File: src/hw/rtl/prle_pkg.sv
// Shared types and constants of the palette run-length encoder.
`default_nettype none

package prle_pkg;

	localparam int RGB_W      = 24;
	localparam int IDX_W      = 8;
	localparam int CFG_W      = 13;
	localparam int LEN_W      = 13;
	localparam int PCNT_W     = 8;
	localparam int CFG_IDX_W  = 1;
	localparam int PIXEL_W    = 32;

	localparam logic [CFG_IDX_W-1:0] CFG_LINE_WIDTH  = 1'b0;
	localparam logic [CFG_IDX_W-1:0] CFG_TILE_HEIGHT = 1'b1;

	localparam logic KIND_ENTRY = 1'b0;
	localparam logic KIND_RUN   = 1'b1;

	// Output stream: index, red, green, blue, run length, runs in line,
	// palette count, end of line, last result.
	localparam int OUT_PAYLOAD_W = IDX_W + 3 * 8 + LEN_W + LEN_W + PCNT_W + 2;
	localparam int OUT_DATA_W    = ((OUT_PAYLOAD_W + 7) / 8) * 8;

	// Position flags of a pixel, decided when it enters.
	typedef struct packed {
		logic col0;
		logic eol;
		logic eot;
	} prle_pos_t;

	// One pixel travelling along the palette chain.
	typedef struct packed {
		logic             valid;
		logic [RGB_W-1:0] rgb;
		prle_pos_t        pos;
		logic             found;
		logic             fresh;
		logic [IDX_W-1:0] idx;
	} prle_token_t;

	typedef struct packed {
		logic              kind;
		logic [IDX_W-1:0]  idx;
		logic [7:0]        red;
		logic [7:0]        green;
		logic [7:0]        blue;
		logic [LEN_W-1:0]  run_length;
		logic [LEN_W-1:0]  runs_in_line;
		logic [PCNT_W-1:0] palette_count;
		logic              end_of_line;
		logic              end_of_tile;
		logic              last_result;
	} prle_result_t;

endpackage

`default_nettype wire

File: src/hw/rtl/prle_cell.sv
// One palette cell: holds one colour and matches or claims it for passing pixels.
`default_nettype none

module prle_cell #(
	parameter logic [7:0] IDX = 8'd0
) (
	input  wire logic              clk,
	input  wire logic              arst_n,
	input  wire logic              advance,
	input  prle_pkg::prle_token_t  tok_in,
	output prle_pkg::prle_token_t  tok_out
);
	import prle_pkg::*;

	logic [RGB_W-1:0] colour_q;
	logic             used_q;
	prle_token_t      tok_q;
	prle_token_t      tok_next;
	logic             hit;
	logic             claim;

	assign hit   = tok_in.valid && !tok_in.found && used_q && (colour_q == tok_in.rgb);
	assign claim = tok_in.valid && !tok_in.found && !used_q;

	always_comb begin
		tok_next = tok_in;
		if (hit || claim) begin
			tok_next.found = 1'b1;
			tok_next.idx   = IDX;
		end
		if (claim)
			tok_next.fresh = 1'b1;
	end

	// The tile's last pixel empties every cell as it passes, so pixels
	// behind it find an empty palette.
	always_ff @(posedge clk or negedge arst_n) begin
		if (!arst_n) begin
			used_q <= 1'b0;
			tok_q  <= '0;
		end else if (advance) begin
			tok_q <= tok_next;
			if (tok_in.valid && tok_in.pos.eot)
				used_q <= 1'b0;
			else if (claim)
				used_q <= 1'b1;
		end
	end

	always_ff @(posedge clk) begin
		if (advance && claim)
			colour_q <= tok_in.rgb;
	end

	assign tok_out = tok_q;

endmodule

`default_nettype wire

File: config.mk
export PLATFORM = sky130hd
export DESIGN_NAME = prle_cell
export DESIGN_NICKNAME = d
export VERILOG_FILES = /design/src/hw/rtl/prle_pkg.sv /design/src/hw/rtl/prle_cell.sv
export SDC_FILE = /design/constraint.sdc
export NUM_CORES = 1
export LEC_CHECK = 0
export BUFFER_PORTS_ARGS = -buffer_cell sky130_fd_sc_hd__buf_2
export CAP_MARGIN = 20
export CORE_ASPECT_RATIO = 1.75
export CORE_MARGIN = 5
export CORE_UTILIZATION = 50
export CTS_BUF_LIST = sky130_fd_sc_hd__clkbuf_16
export CTS_CLUSTER_SIZE = 14
export DETAILED_ROUTE_END_ITERATION = 10
export GPL_ROUTABILITY_DRIVEN = 0
export GPL_TIMING_DRIVEN = 0
export PLACE_DENSITY = 0.84
export SETUP_SLACK_MARGIN = 0.15
export SLEW_MARGIN = 40
export SYNTH_ARGS = -nofsm -noshare
export SYNTH_HDL_FRONTEND = slang
export SYNTH_SLANG_ARGS = --single-unit
export TNS_END_PERCENT = 20
File: constraint.sdc
create_clock -name clk -period 3.1 [get_ports clk]
set_input_delay 0 -clock clk [delete_from_list [all_inputs] [get_ports clk]]
set_output_delay 0 -clock clk [all_outputs]
set_load 0.01 [all_outputs]
== Word level (Yosys, flattened, before mapping) ==
Cells that the tools add are included.

* Register bits after elaboration: 63
* Bits of input ports: 41
* Output and inout bits: 38
* Word-level logic and storage cells: 27

* Eq/ne operators: 1
* Muxes and demuxes: 5
* Reductions and logical operators: 11

{| class="wikitable"
|+ Operators by type and width
! operator !! number
|-
| 24-bit equality test || 1
|-
| 8-bit 2-to-1 mux || 1
|-
| 1-bit logical AND || 6
|-
| 1-bit 2-to-1 mux || 4
|-
| 1-bit logical NOT || 2
|-
| 2-bit AND reduction || 1
|-
| 2-bit nonzero test || 1
|-
| 1-bit logical OR || 1
|}

== Longest topological paths before layout ==
* Depth in word-level cells: 6
* Depth in mapped cells: 5
* Mapped depth without buffers: 4

== Worst setup path after synthesis ==
No wires, ideal clock.

* Path kind: input to register
* Start point: input advance
* End point: register colour_q[0] (enable)
* Setup time: 440 ps
* Arrival time: 2224 ps
* Data required time: 2660 ps
* Setup slack: 435 ps
* Cell stages on the path: 3
* Buffers on the path: 2
* Cells stage by stage: clkbuf_1 -> buf_2 -> nor3b_1

* Word-level cells in the longest chain between the ends: 1

{| class="wikitable"
|+ RTL lines
! element !! line !! source
|-
| start, declared || prle_cell.sv:9 || <nowiki>input wire logic advance,</nowiki>
|-
| 1-bit logical AND || prle_cell.sv:51 || <nowiki>if (advance && claim)</nowiki>
|-
| end signal, assigned || prle_cell.sv:52 || <nowiki>colour_q <= tok_in.rgb;</nowiki>
|-
| end, declared || prle_cell.sv:15 || <nowiki>logic [RGB_W-1:0] colour_q;</nowiki>
|}

No other way between the ends.
A chain may end at the register's enable or synchronous reset.

== Final worst setup path ==
* Start point: register colour_q[1]
* End point: register tok_q (netlist bit tok_out[0])

* Word-level cells in the longest chain between the ends: 4

{| class="wikitable"
|+ RTL lines
! element !! line !! source
|-
| 24-bit equality test || prle_cell.sv:22 || <nowiki>assign hit = tok_in.valid && !tok_in.found && used_q && (colour_q == tok_in.rgb);</nowiki>
|-
| 1-bit logical AND || prle_cell.sv:22 ||
|-
| 1-bit logical OR || prle_cell.sv:27 || <nowiki>if (hit || claim) begin</nowiki>
|-
| 8-bit 2-to-1 mux || prle_cell.sv:27 ||
|-
| end signal, assigned || prle_cell.sv:42 || <nowiki>tok_q <= tok_next;</nowiki>
|-
| end, declared || prle_cell.sv:17 || <nowiki>prle_token_t tok_q;</nowiki>
|}

No other way between the ends.

==> impl_metrics.ini <==
[route]
first_iter_violations = 69
via_per_inst = 5.08
wl_um = 6000
firstDrtPassIters = 4
ant_nets = 0
vias = 1848
drc = 0
post_drt_wl_per_cell_um = 16.5

[sta]
whs_ns = 0.0175
finalHoldViolations = 0
fin_crit_sh_pct = 50.6
max_freq_mhz = 638
rsz0062_at_grt = false
worstMarginPinSlew_ns = 0.630
setup_viol = 0
slew_headroom_pct = 57.8
maxSlewViolCount = 0
period_minus_slack_ns = 1.57
setup_slack_ns = 1.53
fin_skew_ns = 0.00724
fin_setup_tns_ns = 0

[floorplanning]
dieHeight_um = 105
start_util_pct = 51.4
dieArea_sq_um = 6700
fp-row-count = 34
core_area_sq_um = 4980
fp.dieW_um = 64.1
boundaryPins = 79

[synth]
syn_area_per_cell_sq_um = 14.5
synth_nets = 217
synth.yosys.seq_area_share_pct = 66.4
netlist_instances = 176
yosys_warnings = 0
synth.distinct_cells = 21
syn_area_sq_um = 2560
ys_seq_elements = 63

[job]
maxCapViolations = 0

[place]
numPortBuffers = 77
pre_cts_ws_ns = 1.49
place_hpwl_um = 4020

[clocking]
clockBufferDepth = 2
cts_tree = done
htree_levels = 3
clock-sinks = 63
cts_buffers = 9
clock-root-buffer = clkbuf_16
clk_pin_slew_ns = 0.06
clock_latency_ns = 0.32
cts_resized = 0

[power]
p_sw_share_pct = 23.1
clockPowerShare_pct = 43.4
max-vdd-ir-drop_v = 0.000547
seqPwrFrac_pct = 43.5
power_frac_comb_pct = 13.0
leakagePower_nw = 1.62
power.density_nw_per_um2 = 595
switching_power_w = 0.000510
p_int_w = 0.00170

[global_route]
antenna_found_initial = 0
grt.overflow.total = 0
grt_max_degree = 40
first_global_vias = 1991
grt_use_total_pct = 19.1
grt_pass1_wl_um = 9840

[critical_path]
ff2ff_path_depth = 5
crit_fanout = 9
cp.required_ns = 3.27
cp-end-kind = flip-flop
critPathLaunch = colour_q[1]$_DFFE_PP_
crit_path_end = tok_out[0]$_DFFE_PN0P_
cp-start-kind = flip-flop
rrSetupSlack_ns = 1.53
crit_arrival_ns = 1.73
path_class = reg -> reg
worstReg2RegStart = colour_q[1]$_DFFE_PP_
r2r_end = tok_out[0]$_DFFE_PN0P_

[status]
status = finished clean

[final_layout]
area_delta_synth_final_pct = 45.2
multi_input_area_sq_um = 817
regArea_sq_um = 1700
fillers = 298
final_util_pct = 74.6
layout-drive-gt1-share_pct = 41.9
nets = 346
diodes = 0

[worst_hold_path]
hold_class = in -> reg
==> cells in the mapped netlist (all sizes together) <==
master	number	area, sq um
dfrtp	39	976
mux2	28	315
edfxtp	24	721
nor2	13	48.8
xor2	13	114
xnor2	11	96.3
a21oi	10	50.1
a31oi	10	62.6
nor2b	8	50.1
buf	6	36.3
nor4	3	18.8
inv	2	7.51
nand4	2	12.5
a31o	1	8.76
and4	1	8.76
clkbuf	1	3.75
nand2b	1	6.26
nand3	1	5.00
nor3b	1	7.51
o21a	1	7.51
==> cell families (layout without fill, tap and decap cells) <==
| group | after synthesis | in the layout | synth area share, % |
|---|---|---|---|
| flip-flops | 63 | 63 | 66.4 |
| AND/OR/NAND/NOR | 30 | 30 | 6.17 |
| multiplexers | 28 | 28 | 12.3 |
| XOR/XNOR | 24 | 24 | 8.22 |
| AO/OA/AOI/OAI | 22 | 22 | 5.04 |
| buffers and inverters | 9 | 143 | 1.86 |
==> layer usage <==
metal	global-route usage [%]	up-vias	share of wire (%)
met5	0	-	0
met4	8.62	0	1.4
met3	3.97	7	5.2
met2	33.6	53	56
met1	21.7	900	37
li1	-	888	-
==> layout by cell type, fill, tap and decap left out, drive strengths merged, types with 2 or more instances in the layout <==
master,netlist,layout
a31oi,10,10
mux2,28,28
dfrtp,39,39
xnor2,11,11
clkinv,0,2
nor2b,8,8
nor4,3,3
dlygate4sd3,0,38
nor2,13,13
a21oi,10,10
nand4,2,2
xor2,13,13
clkinvlp,0,3
edfxtp,24,24
clkbuf,1,10
inv,2,3
buf,6,86
==> final cells by class <==
type | instances | area share (%)
inverter | 2 | 0.202
clock buffer | 9 | 6.07
sequential | 63 | 45.7
tap | 54 | 1.82
timing repair buffer | 118 | 21.3
clock inverter | 7 | 1.79
buffer | 7 | 1.08
multi-input combinational | 104 | 22.0
==> worst max-delay path, stage by stage, from the launching register on <==
cell      delay (ns)
edfxtp_1        0.39
xor2_1          0.15
nor4_1          0.39
and4_1          0.27
buf_6           0.13
a31oi_1         0.08
==> timing repair <==
action / in CTS / in global routing
setup buffers: 0 / 0
hold endpoints to repair: 100 / 0
hold buffers: 38 / 0
==> sequential cells by signal, indices dropped and copies added, names as in the netlist <==
register  count
colour_q     24
tok_out      38
used_q        1
==> worst min-delay path by stage <==
stage	from	endpoint	slack, ns	cells after the start
3_5_place_dp	arst_n	tok_out[17]$_DFFE_PN0P_	0.003	1
4_1_cts	tok_in[7]	tok_out[7]$_DFFE_PN0P_	0.0004	3
3_3_place_gp	arst_n	tok_out[13]$_DFFE_PN0P_	0.16	1
2_1_floorplan	arst_n	tok_out[0]$_DFFE_PN0P_	-0.30	0
6_report	tok_in[7]	tok_out[7]$_DFFE_PN0P_	0.02	3
5_1_grt	tok_in[7]	tok_out[7]$_DFFE_PN0P_	0.04	3
==> metrics by stage <==
| step | power [W] | instances | cell area [sq um] |
|---|---|---|---|
| after floorplan | 0.00110 | 176 | 2560 |
| after global placement | 0.00121 | 307 | 3010 |
| after detailed placement | 0.00122 | 310 | 3040 |
| after CTS | 0.00222 | 364 | 3710 |
| after global routing | 0.00229 | 364 | 3710 |
| final | 0.00221 | 364 | 3710 |
==> power by group through the flow <==
stage	combinational (W)	clock, W	sequential, W
after CTS	0.000290	0.000969	0.000960
after global placement	0.000240	0	0.000970
after floorplan	0.000101	0	0.000998
after detailed placement	0.000250	0	0.000974
after global routing	0.000314	0.00101	0.000969
final	0.000288	0.000959	0.000960
No activity file was read; power rests on OpenSTA's default activity.
