==> src/hw/rtl/prle_pkg.sv <==
// Shared types and constants of the palette run-length encoder.
`default_nettype none

package prle_pkg;

	localparam int RGB_W      = 24;
	localparam int IDX_W      = 8;
	localparam int CFG_W      = 13;
	localparam int LEN_W      = 13;
	localparam int PCNT_W     = 8;
	localparam int CFG_IDX_W  = 1;
	localparam int PIXEL_W    = 32;

	localparam logic [CFG_IDX_W-1:0] CFG_LINE_WIDTH  = 1'b0;
	localparam logic [CFG_IDX_W-1:0] CFG_TILE_HEIGHT = 1'b1;

	localparam logic KIND_ENTRY = 1'b0;
	localparam logic KIND_RUN   = 1'b1;

	// Output stream: index, red, green, blue, run length, runs in line,
	// palette count, end of line, last result.
	localparam int OUT_PAYLOAD_W = IDX_W + 3 * 8 + LEN_W + LEN_W + PCNT_W + 2;
	localparam int OUT_DATA_W    = ((OUT_PAYLOAD_W + 7) / 8) * 8;

	// Position flags of a pixel, decided when it enters.
	typedef struct packed {
		logic col0;
		logic eol;
		logic eot;
	} prle_pos_t;

	// One pixel travelling along the palette chain.
	typedef struct packed {
		logic             valid;
		logic [RGB_W-1:0] rgb;
		prle_pos_t        pos;
		logic             found;
		logic             fresh;
		logic [IDX_W-1:0] idx;
	} prle_token_t;

	typedef struct packed {
		logic              kind;
		logic [IDX_W-1:0]  idx;
		logic [7:0]        red;
		logic [7:0]        green;
		logic [7:0]        blue;
		logic [LEN_W-1:0]  run_length;
		logic [LEN_W-1:0]  runs_in_line;
		logic [PCNT_W-1:0] palette_count;
		logic              end_of_line;
		logic              end_of_tile;
		logic              last_result;
	} prle_result_t;

endpackage

`default_nettype wire

==> src/hw/rtl/prle_position.sv <==
// Size registers and column and row counters that mark line and tile ends.
`default_nettype none

module prle_position #(
	parameter int MAX_WIDTH  = 4096,
	parameter int MAX_HEIGHT = 4096
) (
	input  wire logic                          clk,
	input  wire logic                          arst_n,
	input  wire logic                          cfg_we,
	input  wire logic [prle_pkg::CFG_IDX_W-1:0] cfg_index,
	input  wire logic [prle_pkg::CFG_W-1:0]     cfg_data,
	input  wire logic                          accept,
	output prle_pkg::prle_pos_t                pos
);
	import prle_pkg::*;

	localparam int COL_W = (MAX_WIDTH > 1) ? $clog2(MAX_WIDTH) : 1;
	localparam int ROW_W = (MAX_HEIGHT > 1) ? $clog2(MAX_HEIGHT) : 1;
	localparam int WC_W  = ((COL_W > CFG_W) ? COL_W : CFG_W) + 1;
	localparam int HC_W  = ((ROW_W > CFG_W) ? ROW_W : CFG_W) + 1;

	logic [CFG_W-1:0] line_width_q;
	logic [CFG_W-1:0] tile_height_q;
	logic [COL_W-1:0] col_q;
	logic [ROW_W-1:0] row_q;
	logic [WC_W-1:0]  width_c;
	logic [HC_W-1:0]  height_c;

	always_ff @(posedge clk or negedge arst_n) begin
		if (!arst_n) begin
			line_width_q  <= CFG_W'(1);
			tile_height_q <= CFG_W'(1);
		end else if (cfg_we) begin
			unique case (cfg_index)
				CFG_LINE_WIDTH:  line_width_q  <= cfg_data;
				CFG_TILE_HEIGHT: tile_height_q <= cfg_data;
				default: ;
			endcase
		end
	end

	// A size of zero counts as one; a size above the maximum is clamped.
	always_comb begin
		if (line_width_q == '0)
			width_c = WC_W'(1);
		else if (WC_W'(line_width_q) > WC_W'(MAX_WIDTH))
			width_c = WC_W'(MAX_WIDTH);
		else
			width_c = WC_W'(line_width_q);
		if (tile_height_q == '0)
			height_c = HC_W'(1);
		else if (HC_W'(tile_height_q) > HC_W'(MAX_HEIGHT))
			height_c = HC_W'(MAX_HEIGHT);
		else
			height_c = HC_W'(tile_height_q);
	end

	assign pos.col0 = (col_q == '0);
	assign pos.eol  = (WC_W'(col_q) + WC_W'(1)) >= width_c;
	assign pos.eot  = pos.eol && ((HC_W'(row_q) + HC_W'(1)) >= height_c);

	always_ff @(posedge clk or negedge arst_n) begin
		if (!arst_n) begin
			col_q <= '0;
			row_q <= '0;
		end else if (accept) begin
			if (pos.eol) begin
				col_q <= '0;
				row_q <= pos.eot ? '0 : row_q + ROW_W'(1);
			end else begin
				col_q <= col_q + COL_W'(1);
			end
		end
	end

endmodule

`default_nettype wire

==> config.mk <==
export PLATFORM = sky130hd
export DESIGN_NAME = prle_position
export DESIGN_NICKNAME = d
export VERILOG_FILES = /design/src/hw/rtl/prle_pkg.sv /design/src/hw/rtl/prle_position.sv
export SDC_FILE = /design/constraint.sdc
export NUM_CORES = 1
export LEC_CHECK = 0
export ABC_AREA = 1
export CAP_MARGIN = 40
export CELL_PAD_IN_SITES_DETAIL_PLACEMENT = 0
export CELL_PAD_IN_SITES_GLOBAL_PLACEMENT = 1
export CORE_MARGIN = 2
export CORE_UTILIZATION = 47
export DETAILED_ROUTE_END_ITERATION = 7
export DONT_BUFFER_PORTS = 1
export GPL_TIMING_DRIVEN = 0
export PLACE_DENSITY_LB_ADDON = 0.1
export SKIP_LAST_GASP = 1
export SYNTH_ARGS = -nofsm -noshare
export SYNTH_HDL_FRONTEND = slang
export SYNTH_SLANG_ARGS = --single-unit
==> constraint.sdc <==
create_clock -name clk -period 2.5 [get_ports clk]
set_input_delay 0 -clock clk [delete_from_list [all_inputs] [get_ports clk]]
set_output_delay 0 -clock clk [all_outputs]
set_load 0.02 [all_outputs]
* After elaboration in Yosys (flattened, before gate mapping)
Cells that the tools add are included.
** Operators by class
- Add/sub/neg operators :: 4
- Order comparisons :: 4
- Multiplexer cells :: 6
- Bitwise logic cells :: 1
- Reductions and logical operators :: 7
** Operator list (number)
- two-way mux 13 bit :: 4
- >= comparator 13 x 14 -> 1 bit :: 2
- adder 12 x 1 -> 13 bit (second input constant) :: 2
- greater-than comparator 13 bit (second input constant) :: 2
- logical NOT 13 bit :: 2
- adder 12 x 1 -> 12 bit (second input constant) :: 2
- two-way mux 12 bit :: 2
- logical NOT 12 bit :: 1
- AND reduction 2 bit :: 3
- logical AND 1 bit :: 1
- NOT 1 bit :: 1
** Storage, ports and cells
- Bits in registers :: 50
- Bits of input ports :: 18
- Word-level logic and storage cells :: 26

* Depth between registers and ports, before layout
- Depth in word-level cells :: 6
- Depth in mapped cells :: 19
- Mapped depth without buffers :: 18

* Worst setup path after synthesis
No wires, ideal clock.
- Kind :: reg2reg
- From :: register col_q[0]
- To :: register col_q[2]
- Setup time :: 77 ps
- Data arrival time :: 2264 ps
- Path slack :: 159 ps
- Cell stages (with the launch flop) :: 18
- Buffers on the path :: 1
- Period minus slack after synthesis :: 2341 ps
- Cell sequence :: dfrtp_1 ha_1 nand3_1 nor3_2 nand3_1 nand2_1 inv_1 ha_1 nand2_1 nor2_2 nand2_1 nand3_1 nor2_4 nand2_4 nor2_4 buf_6 nand2_1 o21ai_1
** RTL lines
- start: declaration :: line prle_position.sv:25 : logic [COL_W-1:0] col_q;
- start signal: assignment :: line prle_position.sv:72 : col_q <= col_q + COL_W'(1);

* Worst setup path in the final report
- From :: register col_q[1]
- To :: register row_q[1]
** Between the ends
- Word-level cells in the longest chain between the ends :: 4
- Elaborated cells on any way between the ends :: 5
- Classes of those cells :: add/sub: 1; order compare: 1; mux: 1; reduce/logical: 2
** RTL lines
- adder 12 x 1 -> 13 bit (*) :: line prle_position.sv:60 : assign pos.eol = (WC_W'(col_q) + WC_W'(1)) >= width_c;
- >= comparator 13 x 14 -> 1 bit (*) :: line prle_position.sv:60
- logical AND 1 bit :: line prle_position.sv:61 : assign pos.eot = pos.eol && ((HC_W'(row_q) + HC_W'(1)) >= height_c);
- two-way mux 12 bit :: line prle_position.sv:70 : row_q <= pos.eot ? '0 : row_q + ROW_W'(1);
- end signal: assignment :: line prle_position.sv:70
- end: declaration :: line prle_position.sv:26 : logic [ROW_W-1:0] row_q;
Every way passes the cells marked *; elsewhere a longest branch is shown, timed or not.
A chain may end at the register's enable or synchronous reset.

==> results.yml <==
synthesis:
  synthDistinctLibCells: 29
  synthFlopType: "dfrtp_1"
  syn_inst: 437
  yosys_warnings: 0
  syn-num-nets: 484
  avgSynthCellArea_sq_um: 7.533
  ys_ff_latch: 50
  synthArstFlopShare: 1.000
  synth_area_sq_um: 3292
  synth-edff-count: 0
  synth_seq_area_share: 0.3808
die:
  fp.coreArea_sq_um: 6794
  die_w_um: 87.69
  rows: 30
  die_area_sq_um: 7690
  start_util: 0.4845
  pin_count: 21
  die_h_um: 87.69
timing:
  finalSetupViolations: 22
  fin_crit_sh: 1.043
  worst_slack_ns: -0.1071
  max_slew_margin: 0.5539
  min_period_ns: 2.607
  clock_skew_ns: 0.01019
  fmax_mhz: 383.6
  worst_pin_slew_ns: 0.6641
  rsz0062_at_grt: "yes"
  hold_violations: 0
  slew_violations: 0
global_routing:
  grt_pass1_vias: 2756
  grt_antenna_before_repair: 0
  grt_max_degree: 51
  grt-ovfl-total: 0
  grt_pass1_wl_um: 13420
  grtUsageTotal: 0.2274
pwr:
  ir_worst_vdd_uv: 335.0
  power_density_nw_per_um2: 754.6
  power.leakage_uw: 0.002252
route:
  postRouteAntennaNets: 0
  drt-wirelength-per-cell_um: 14.43
  first_iter_violations: 92
  vias: 2944
  drc: 0
  routed_via_density: 4.931
  first_pass_iters: 4
  routed_wl_um: 8616
critical_path:
  crit_path_end_kind: "register"
  crit_arrival_ns: 2.86
  rr_worst_depth: 16
  crit_type: "register to register"
  crit_fanout: 5
  worstSetupStartpointType: "register"
  cp.required_ns: 2.75
place:
  hpwl_um: 5497
  io_buffers: 0
  gp_congestion: 0.7900
  detailed_place.area_sq_um: 3412
final_layout:
  final_net_count: 547
  drive_gt1_frac: 0.3054
  areaGrowthSynthToFinish_pct: 36.98
  final_area_sq_um: 4509
  final_cell_mix: "nand2_1 (122), inv_1 (55), dfrtp_1 (45), buf_4 (35), o21ai_0 (30)"
  n_fill_cell: 568
  multi_input_area_sq_um: 2246
  final_core_util: 0.6637
  area.sequential_sq_um: 1257
  antennaDiodeCount: 0
  layout_commonest_cell: "nand2_1"
min_path:
  min_delay_path_depth: 4
  hp-class: "primary input to register"
job:
  cap_viol_max_count: 0
clock_network:
  clk_pin_slew_ns: 0.10
  cts_inserted_buffers: 5
  h-tree-depth: 2
  clock_sinks: 50
  cts-root-buf: "clkbuf_8"
  clock_latency_ns: 0.31
  cts_buffer_depth: 2
  cts_tree: "built"
status:
  violations: "negative setup slack"
  status: "finished, violations left"
synthesized netlist by cell type (3+ instances only):
cell type / number / share of area
nor2_1: 23 / 0.026
nand2_1: 145 / 0.17
a21oi_1: 7 / 0.011
o21ai_0: 30 / 0.046
xor2_1: 12 / 0.032
dfrtp_1: 48 / 0.36
buf_6: 3 / 0.010
nand3_1: 26 / 0.040
nor3_2: 3 / 0.0091
nor3_1: 3 / 0.0046
nand4_1: 5 / 0.0095
nand2_2: 4 / 0.0076
o21ai_1: 10 / 0.015
inv_1: 59 / 0.067
clkbuf_1: 5 / 0.0057
nor2_2: 7 / 0.013
ha_1: 29 / 0.11
cell type report:
type,instances,share of cell area
Timing Repair Buffer,54,0.1071
Tap cell,96,0.02664
Multi-Input combinational cell,319,0.4981
Sequential cell,50,0.2789
Clock buffer,8,0.02442
Buffer,9,0.01415
Inverter,61,0.05078
critical path: stages, from the launching register on:
cell and delay (ns):
dfrtp_1 0.43, buf_4 0.14, nand2_2 0.07, nor2_4 0.14, nand4_1 0.16, xor2_2 0.23
ha_4 0.31, nand2_4 0.06, nor2_4 0.10, nand2_4 0.07, nor2_4 0.10, nor2_4 0.07
buf_12 0.13, a21oi_4 0.18, buf_6 0.16, nand3_1 0.11, nand2_1 0.09
per-stage QoR:
step	setup WS, ns	hold WS [ns]	setup TNS (ns)	total power, uW	instances
5_1_grt	-0.2218	0.04896	-4.282	3667	597
4_1_cts	-0.03831	0.01863	-0.4823	3064	575
3_5_place_dp	-0.2706	-0.2943	-5.249	2179	533
3_3_place_gp	-0.2608	-0.2944	-5.061	2149	533
2_1_floorplan	0.1589	-0.2956	0	1936	437
6_report	-0.1071	0.03180	-0.9395	3403	597
where the power goes:
part / switching (uW) / internal [uW]
clock network: 277 / 280
logic: 994 / 755
registers: 147 / 950
what timing repair did:
item / CTS / global route
pin swaps: 18 / 48
endpoints found under the hold margin: 80 / 0
gates resized for setup: 48 / 59
buffers inserted: 15 / 21
setup endpoints to repair: 26 / 26
gates cloned: 3 / 1
hold buffers: 16 / 0
sequential cells by signal, indices dropped and copies added, names as in the netlist:
name           flops
line_width_q      13
tile_height_q     13
col_q             12
row_q             12
layer usage:
metal	wire length [um]	vias to the layer above	global-route usage
li1	-	1500	-
met1	4125	1396	0.3227
met2	4143	37	0.3609
met3	192	11	0.03487
met4	155	0	0.06434
met5	0	-	0
path summary, 6_finish.rpt:
path	end	slack, ns	from
setup / recovery	row_q[1]	-0.11	col_q[1]
hold / removal	row_q[0]	0.03	accept
setup reg to reg	row_q[1]	-0.11	col_q[1]
hold reg to reg	line_width_q[0]	0.52	line_width_q[0]
max in group asynchronous	line_width_q[0]	2.00	arst_n
min in group asynchronous	col_q[4]	0.20	arst_n
cells by family (layout without fill, tap and decap cells):
kind of cell,Yosys count,after routing,synth area share
AO/OA/AOI/OAI,49,49,0.07868
XOR/XNOR,17,17,0.05207
adder cells (fa/ha/maj),29,29,0.1102
buffers and inverters,70,132,0.08704
flip-flops,50,50,0.3808
AND/OR/NAND/NOR,222,224,0.2911
No activity file was read; power rests on OpenSTA's default activity.
