==> src/hw/rtl/prle_pkg.sv <==
// Shared types and constants of the palette run-length encoder.
`default_nettype none

package prle_pkg;

	localparam int RGB_W      = 24;
	localparam int IDX_W      = 8;
	localparam int CFG_W      = 13;
	localparam int LEN_W      = 13;
	localparam int PCNT_W     = 8;
	localparam int CFG_IDX_W  = 1;
	localparam int PIXEL_W    = 32;

	localparam logic [CFG_IDX_W-1:0] CFG_LINE_WIDTH  = 1'b0;
	localparam logic [CFG_IDX_W-1:0] CFG_TILE_HEIGHT = 1'b1;

	localparam logic KIND_ENTRY = 1'b0;
	localparam logic KIND_RUN   = 1'b1;

	// Output stream: index, red, green, blue, run length, runs in line,
	// palette count, end of line, last result.
	localparam int OUT_PAYLOAD_W = IDX_W + 3 * 8 + LEN_W + LEN_W + PCNT_W + 2;
	localparam int OUT_DATA_W    = ((OUT_PAYLOAD_W + 7) / 8) * 8;

	// Position flags of a pixel, decided when it enters.
	typedef struct packed {
		logic col0;
		logic eol;
		logic eot;
	} prle_pos_t;

	// One pixel travelling along the palette chain.
	typedef struct packed {
		logic             valid;
		logic [RGB_W-1:0] rgb;
		prle_pos_t        pos;
		logic             found;
		logic             fresh;
		logic [IDX_W-1:0] idx;
	} prle_token_t;

	typedef struct packed {
		logic              kind;
		logic [IDX_W-1:0]  idx;
		logic [7:0]        red;
		logic [7:0]        green;
		logic [7:0]        blue;
		logic [LEN_W-1:0]  run_length;
		logic [LEN_W-1:0]  runs_in_line;
		logic [PCNT_W-1:0] palette_count;
		logic              end_of_line;
		logic              end_of_tile;
		logic              last_result;
	} prle_result_t;

endpackage

`default_nettype wire

==> src/hw/rtl/prle_emit.sv <==
// Run tracking and result sequencing behind the palette chain, with the output register.
`default_nettype none

module prle_emit #(
	parameter int MAX_WIDTH     = 4096,
	parameter int PALETTE_DEPTH = 255
) (
	input  wire logic              clk,
	input  wire logic              arst_n,
	input  prle_pkg::prle_token_t  tok,
	output logic                   tail_ready,
	output logic                   out_valid,
	input  wire logic              out_ready,
	output prle_pkg::prle_result_t out_result
);
	import prle_pkg::*;

	localparam int RUN_W = $clog2(MAX_WIDTH + 1);

	// Pending results of the held pixel: closing run, palette entry, line-end run.
	logic [2:0]        mask_q;
	logic [2:0]        low;
	logic [2:0]        mask_after;
	logic              emit;
	logic              load;

	logic [IDX_W-1:0]  close_idx_q;
	logic [RUN_W-1:0]  close_len_q;
	logic [IDX_W-1:0]  new_idx_q;
	logic [RGB_W-1:0]  rgb_q;
	logic [RUN_W-1:0]  eol_len_q;
	logic [RUN_W-1:0]  eol_runs_q;
	logic [PCNT_W-1:0] pcount_q;
	logic              eot_q;

	logic [RGB_W-1:0]  prev_colour_q;
	logic [IDX_W-1:0]  prev_idx_q;
	logic [RUN_W-1:0]  run_q;
	logic [RUN_W-1:0]  line_runs_q;
	logic [PCNT_W-1:0] colours_q;

	logic              change;
	logic [IDX_W-1:0]  idx_c;
	logic [RUN_W-1:0]  run_new;
	logic [RUN_W-1:0]  lines_new;
	logic [PCNT_W-1:0] colours_new;

	logic              out_valid_q;
	prle_result_t      out_q;
	prle_result_t      sel;

	assign change      = !tok.pos.col0 && (tok.rgb != prev_colour_q);
	assign idx_c       = tok.found ? tok.idx : '0;
	assign run_new     = ((tok.pos.col0 || change) ? '0 : run_q) + RUN_W'(1);
	assign lines_new   = tok.pos.col0 ? '0 : line_runs_q + RUN_W'(change);
	assign colours_new = colours_q + PCNT_W'(tok.fresh);

	assign low        = mask_q & (~mask_q + 3'd1);
	assign mask_after = mask_q & ~low;
	assign emit       = (mask_q != '0) && (!out_valid_q || out_ready);
	assign tail_ready = (mask_q == '0) || (emit && (mask_after == '0));
	assign load       = tail_ready && tok.valid;

	always_comb begin
		sel             = '0;
		sel.last_result = (mask_after == '0);
		priority if (low[0]) begin
			sel.kind       = KIND_RUN;
			sel.idx        = close_idx_q;
			sel.run_length = LEN_W'(close_len_q);
		end else if (low[1]) begin
			sel.kind  = KIND_ENTRY;
			sel.idx   = new_idx_q;
			sel.red   = rgb_q[23:16];
			sel.green = rgb_q[15:8];
			sel.blue  = rgb_q[7:0];
		end else begin
			sel.kind          = KIND_RUN;
			sel.idx           = new_idx_q;
			sel.run_length    = LEN_W'(eol_len_q);
			sel.runs_in_line  = LEN_W'(eol_runs_q);
			sel.palette_count = pcount_q;
			sel.end_of_line   = 1'b1;
			sel.end_of_tile   = eot_q;
		end
	end

	always_ff @(posedge clk or negedge arst_n) begin
		if (!arst_n) begin
			mask_q      <= '0;
			prev_idx_q  <= '0;
			run_q       <= '0;
			line_runs_q <= '0;
			colours_q   <= '0;
			out_valid_q <= 1'b0;
		end else begin
			if (load) begin
				mask_q     <= {tok.pos.eol, tok.fresh, change};
				prev_idx_q <= idx_c;
				if (tok.pos.eol) begin
					run_q       <= '0;
					line_runs_q <= '0;
				end else begin
					run_q       <= run_new;
					line_runs_q <= lines_new;
				end
				colours_q <= tok.pos.eot ? '0 : colours_new;
			end else if (emit) begin
				mask_q <= mask_after;
			end
			if (emit)
				out_valid_q <= 1'b1;
			else if (out_ready)
				out_valid_q <= 1'b0;
		end
	end

	always_ff @(posedge clk) begin
		if (load) begin
			close_idx_q   <= prev_idx_q;
			close_len_q   <= run_q;
			new_idx_q     <= idx_c;
			rgb_q         <= tok.rgb;
			eol_len_q     <= run_new;
			eol_runs_q    <= lines_new + RUN_W'(1);
			pcount_q      <= tok.pos.eot ? colours_new : '0;
			eot_q         <= tok.pos.eot;
			prev_colour_q <= tok.rgb;
		end
		if (emit)
			out_q <= sel;
	end

	assign out_valid  = out_valid_q;
	assign out_result = out_q;

	a_colours_bound: assert property (@(posedge clk) disable iff (!arst_n)
		colours_q <= PCNT_W'(PALETTE_DEPTH))
		else $error("palette count beyond palette depth");

	a_eot_is_eol_run: assert property (@(posedge clk) disable iff (!arst_n)
		out_valid_q && out_q.end_of_tile |-> out_q.end_of_line && out_q.kind == KIND_RUN)
		else $error("tile end on a result that is not a line-end run");

	a_last_flag: assert property (@(posedge clk) disable iff (!arst_n)
		emit && (mask_after == '0) |=> out_q.last_result)
		else $error("final result of a pixel lacks its last flag");

	a_load_when_free: assert property (@(posedge clk) disable iff (!arst_n)
		load |-> (mask_q == '0) || (emit && mask_after == '0))
		else $error("pixel loaded over pending results");

endmodule

`default_nettype wire

==> config.mk <==
export PLATFORM = sky130hd
export DESIGN_NAME = prle_emit
export DESIGN_NICKNAME = d
export VERILOG_FILES = /design/src/hw/rtl/prle_pkg.sv /design/src/hw/rtl/prle_emit.sv
export SDC_FILE = /design/constraint.sdc
export NUM_CORES = 1
export LEC_CHECK = 0
export BUFFER_PORTS_ARGS = -buffer_cell sky130_fd_sc_hd__buf_4
export CORE_AREA = 5 5 148 115
export DETAILED_ROUTE_END_ITERATION = 6
export DIE_AREA = 0 0 153 120
export PLACE_DENSITY = 0.87
export SYNTH_ARGS = -nofsm -noshare
export SYNTH_HDL_FRONTEND = slang
export SYNTH_SLANG_ARGS = --single-unit
export TNS_END_PERCENT = 1
==> constraint.sdc <==
create_clock -name clk -period 5.28 [get_ports clk]
set_input_delay 0.528 -clock clk [delete_from_list [all_inputs] [get_ports clk]]
set_output_delay 0.528 -clock clk [all_outputs]
set_load 0.01 [all_outputs]
* Word level (Yosys, flattened, before mapping)
Index checks and enable logic that the tools add are counted.
Cells by class: mux-type cells 14, reduce and logical (&&, ||, !) cells 16, bitwise gates (word level) 5, equality and inequality tests 1, add/sub/neg operators 5
Operators with widths (count):
- $mux W13 | 5
- $mux W36 | 1
- $add A13 B1 Y13 const B | 2
- $mux W8 | 3
- $ne A24 B24 Y1 | 1
- $add A13 B1 Y13 | 1
- $mux W9 | 1
- $add A8 B1 Y8 | 1
- $and A3 B3 Y3 | 2
- $logic_not A3 Y1 | 2
- $mux W3 | 2
- $not A3 Y3 | 2
- $logic_and A1 B1 Y1 | 4
- $reduce_bool A2 Y1 | 2
- $reduce_or A2 Y1 | 2
- $add A3 B1 Y3 const B | 1
- $logic_or A1 B1 Y1 | 3
- $reduce_bool A3 Y1 | 1
- $logic_not A1 Y1 | 2
- $mux W1 | 2
- $not A1 Y1 | 1
Storage, ports and cells: register bits 204, bits of input ports 41, output and inout port bits 72

* Depth between registers and ports, before layout
depth after elaboration 10, mapped depth 14

* Worst setup path after synthesis
No wires, ideal clock.
kind input port to flip-flop, from input out_ready, to register out_q (netlist bit out_result[0]) (enable), arrival 3666 ps, slack 1116 ps, required time 4781 ps, stages 3, cells stage by stage nor2b_1 clkbuf_1 nor2_1
Between the ends: cells in the longest elaborated chain, start to end 2
RTL lines:
- start, declared | line prle_emit.sv:13 | input wire logic out_ready,
- $logic_or A1 B1 Y1 | line prle_emit.sv:60 | assign emit = (mask_q != '0) && (!out_valid_q || out_ready);
- $logic_and A1 B1 Y1 | line prle_emit.sv:60
- via emit | line prle_emit.sv:24 | logic emit;
- end signal, assigned | line prle_emit.sv:131 | out_q <= sel;
- end, declared | line prle_emit.sv:49 | prle_result_t out_q;
The timed path passes the listed nets, and every way through them passes these cells. A chain may end at the register's enable or synchronous reset.

* Worst setup path in the final report
from register prev_colour_q[22], to register eol_runs_q[11] (data pin)
Between the ends: cells in the longest elaborated chain, start to end 5
RTL lines:
- start, declared | line prle_emit.sv:36 | logic [RGB_W-1:0] prev_colour_q;
- start signal, assigned | line prle_emit.sv:128 | prev_colour_q <= tok.rgb;
- $ne A24 B24 Y1 | line prle_emit.sv:52 | assign change = !tok.pos.col0 && (tok.rgb != prev_colour_q);
- $logic_and A1 B1 Y1 | line prle_emit.sv:52
- $add A13 B1 Y13 | line prle_emit.sv:55 | assign lines_new = tok.pos.col0 ? '0 : line_runs_q + RUN_W'(change);
- $mux W13 | line prle_emit.sv:55
- $add A13 B1 Y13 | line prle_emit.sv:125 | eol_runs_q <= lines_new + RUN_W'(1);
- end signal, assigned | line prle_emit.sv:125
- end, declared | line prle_emit.sv:32 | logic [RUN_W-1:0] eol_runs_q;
Every way passes these cells.

==> reports/metrics.csv <==
metric;value;unit
ant_nets;0;
top_layer_used;met4;
slew_viol_final;0;
syn_to_final_growth;19.91;%
cts_hold_repair.buffers;0;
first_global_vias;5588;
firstDrtPassIters;5;
die_h;120;um
p_leak;4.010;nW
grt_usage;20.05;%
post_drt_via_cell_ratio;5.677;
coreArea;15510;sq um
place_congestion;0.8048;
synth-edff-count;158;
yosysSeqAreaShare;68.58;%
clk_pin_slew;60;ps
maxCapViolations;0;
irDropWorstVdd;312.4;uV
timing.final.crit_period;4018;ps
synth_nets;664;
cp.arrival;4260;ps
place_ws;1152;ps
dieArea;18360;sq um
cp_top_family;simple AND/OR/NAND/NOR gates;
clk_latency;490;ps
cp-startpoint;prev_colour_q[22];
async_reset_ff_share;22.55;%
antenna_found_initial;0;
synth_flop_cell;edfxtp_1;
rsz0062_at_grt;false;
wl;18.20;mm
start_util;55.41;%
overflow;0;
htree_levels;1;
dr_wl_met3;1.356;mm
status;complete, no violations;
grt_max_degree;62;
setup_viol;0;
met2WireLength;8.735;mm
cts_max_path_buffers;3;
startpoint_type;flip-flop;
hold_slack;58.63;ps
setup_ws;1262;ps
p_total;0.005515;W
critPathBufInv;0;
drc;0;
syn_avg_cell_area;13.93;sq um
port-buffer-count;112;
ios;113;
fmax;248.9;MHz
yosys_register_bits;204;
cts_resized;0;
syn_inst;617;
wl_per_cell;19.06;um
r2r-start;prev_colour_q[22];
clock_skew;18.82;ps
finalSetupTns;0;ps
worstPathCellList;xnor2_1, nand4_1, nor4_2, a31oi_1, ha_1, ha_1, xor2_1, nand3_1, or4_1, nor3_1, nand3b_1, xor2_1;
holdCritPathClass;in2async;
grt_pass1_wl;29.91;mm
rows;40;
drt_iter0_drc;379;
synth_cell_types;52;
vias;5422;
final_util;66.44;%
cts_sinks;204;
post_cts_buffers;0;
nNetsFinal;778;
cp_max_fo;6;
die_w;153;um
p_per_area;535.0;nW/um^2
drive_gt1_share;24.16;%
hold_viol;0;
synth_area;8597;sq um
required;5520;ps
critPathSlowestCell;or4_1;
cts_tree;done;
wl_met1;7.857;mm
yosysWarnings;0;
numCtsBuffers;20;
end_kind;flip-flop;
slew_headroom;22.39;%
crit_type;reg2reg;
diodes;0;
cpPeakStageDelay;590;ps
dpl.hpwl;11.99;mm
clock-root-buffer;clkbuf_16;
fin_crit_sh;76.10;%
tightestPinTransition;1164;ps
==> where the power goes <==
part | total (W) | internal (W) | switching (W) | leakage [nW]
combinational | 0.00142 | 0.000605 | 0.000811 | 1.52
sequential | 0.00270 | 0.00246 | 0.000240 | 2.17
clock | 0.00140 | 0.000815 | 0.000583 | 0.320
total | 0.00551 | 0.00388 | 0.00163 | 4.01
==> registers in the layout, summed over array words and instances, names as in the netlist, 13 cells and up <==
name / flops
run_q: 13
prev_colour_q: 24
out_result: 70
eol_len_q: 13
line_runs_q: 13
eol_runs_q: 13
close_len_q: 13
==> layout make-up <==
type	count	area, sq um
Sequential cell	204	5896
Timing Repair Buffer	118	885.9
Multi-Input combinational cell	378	2579
Fill cell	1036	5206
Inverter	9	35.03
Clock buffer	24	525.5
Tap cell	210	262.8
Clock inverter	12	125.1
==> cell usage in the layout (no fill, tap or decap), types with 7 or more instances in the layout <==
| master | n |
|---|---|
| nand2b_1 | 11 |
| xor2_1 | 26 |
| edfxtp_1 | 158 |
| a221o_1 | 7 |
| xnor2_1 | 28 |
| mux2_2 | 16 |
| o31ai_1 | 14 |
| dfrtp_1 | 46 |
| nand3_1 | 17 |
| and2_1 | 61 |
| nor2_1 | 42 |
| and3_1 | 12 |
| a22o_1 | 16 |
| nor3_1 | 9 |
| inv_1 | 8 |
| nand4_1 | 8 |
| buf_4 | 118 |
| clkbuf_16 | 20 |
| o21ai_0 | 18 |
| nand2_1 | 34 |
==> kinds of logic after synthesis <==
| logic type | synth area share [%] |
|---|---|
| buffers and inverters | 1.645 |
| xor gates and xnor gates | 5.691 |
| adders and majority gates | 0.8732 |
| AOI/OAI and AO/OA | 6.957 |
| muxes | 2.212 |
| and+or+nand+nor | 14.04 |
| DFF | 68.58 |
==> through the flow <==
stage               cells  area (sq um)
finish                955         10310
global placement      919          9658
detailed placement    919          9658
floorplan             617          8597
CTS                   955         10310
global route          955         10310
==> final timing paths <==
path                                    endpoint  slack, ps  cells past startpoint
max in group asynchronous         line_runs_q[5]       4780                      1
worst min register to register    close_idx_q[1]        450                      0
worst max-delay path              eol_runs_q[11]       1260                     12
worst max register to register    eol_runs_q[11]       1260                     12
min in group clk                prev_colour_q[7]        230                      1
worst min-delay path                colours_q[5]         60                      1
==> synthesized netlist by cell type (2+ instances only) <==
| cell | instances | area [sq um] |
|---|---|---|
| edfxtp_1 | 158 | 4745 |
| and2_1 | 61 | 381.6 |
| dfrtp_1 | 46 | 1151 |
| nor2_1 | 44 | 165.2 |
| nand2_1 | 34 | 127.6 |
| xnor2_1 | 28 | 245.2 |
| xor2_1 | 26 | 227.7 |
| clkbuf_1 | 21 | 78.83 |
| o21ai_0 | 18 | 90.09 |
| nand3_1 | 17 | 85.08 |
| a22o_1 | 16 | 140.1 |
| mux2_2 | 16 | 180.2 |
| o31ai_1 | 14 | 105.1 |
| and3_1 | 12 | 75.07 |
| nand2b_1 | 11 | 68.82 |
| inv_1 | 9 | 33.78 |
| nor3_1 | 9 | 45.04 |
| nand4_1 | 8 | 50.05 |
| a221o_1 | 7 | 70.07 |
| a21oi_1 | 6 | 30.03 |
| ha_1 | 6 | 75.07 |
| o41ai_1 | 6 | 52.55 |
| nor2b_1 | 5 | 31.28 |
| a31oi_1 | 3 | 18.77 |
| nor4_1 | 3 | 18.77 |
| or3_1 | 3 | 18.77 |
| a21boi_0 | 2 | 15.01 |
| buf_2 | 2 | 10.01 |
| buf_4 | 2 | 15.01 |
| or2_2 | 2 | 12.51 |
==> per-layer routing <==
metal,vias up,GRT usage (%)
met4,0,3.784
met1,2712,27.38
met2,203,33.43
met3,25,4.867
li1,2482,-
met5,-,0
No activity file was read; power rests on OpenSTA's default activity.
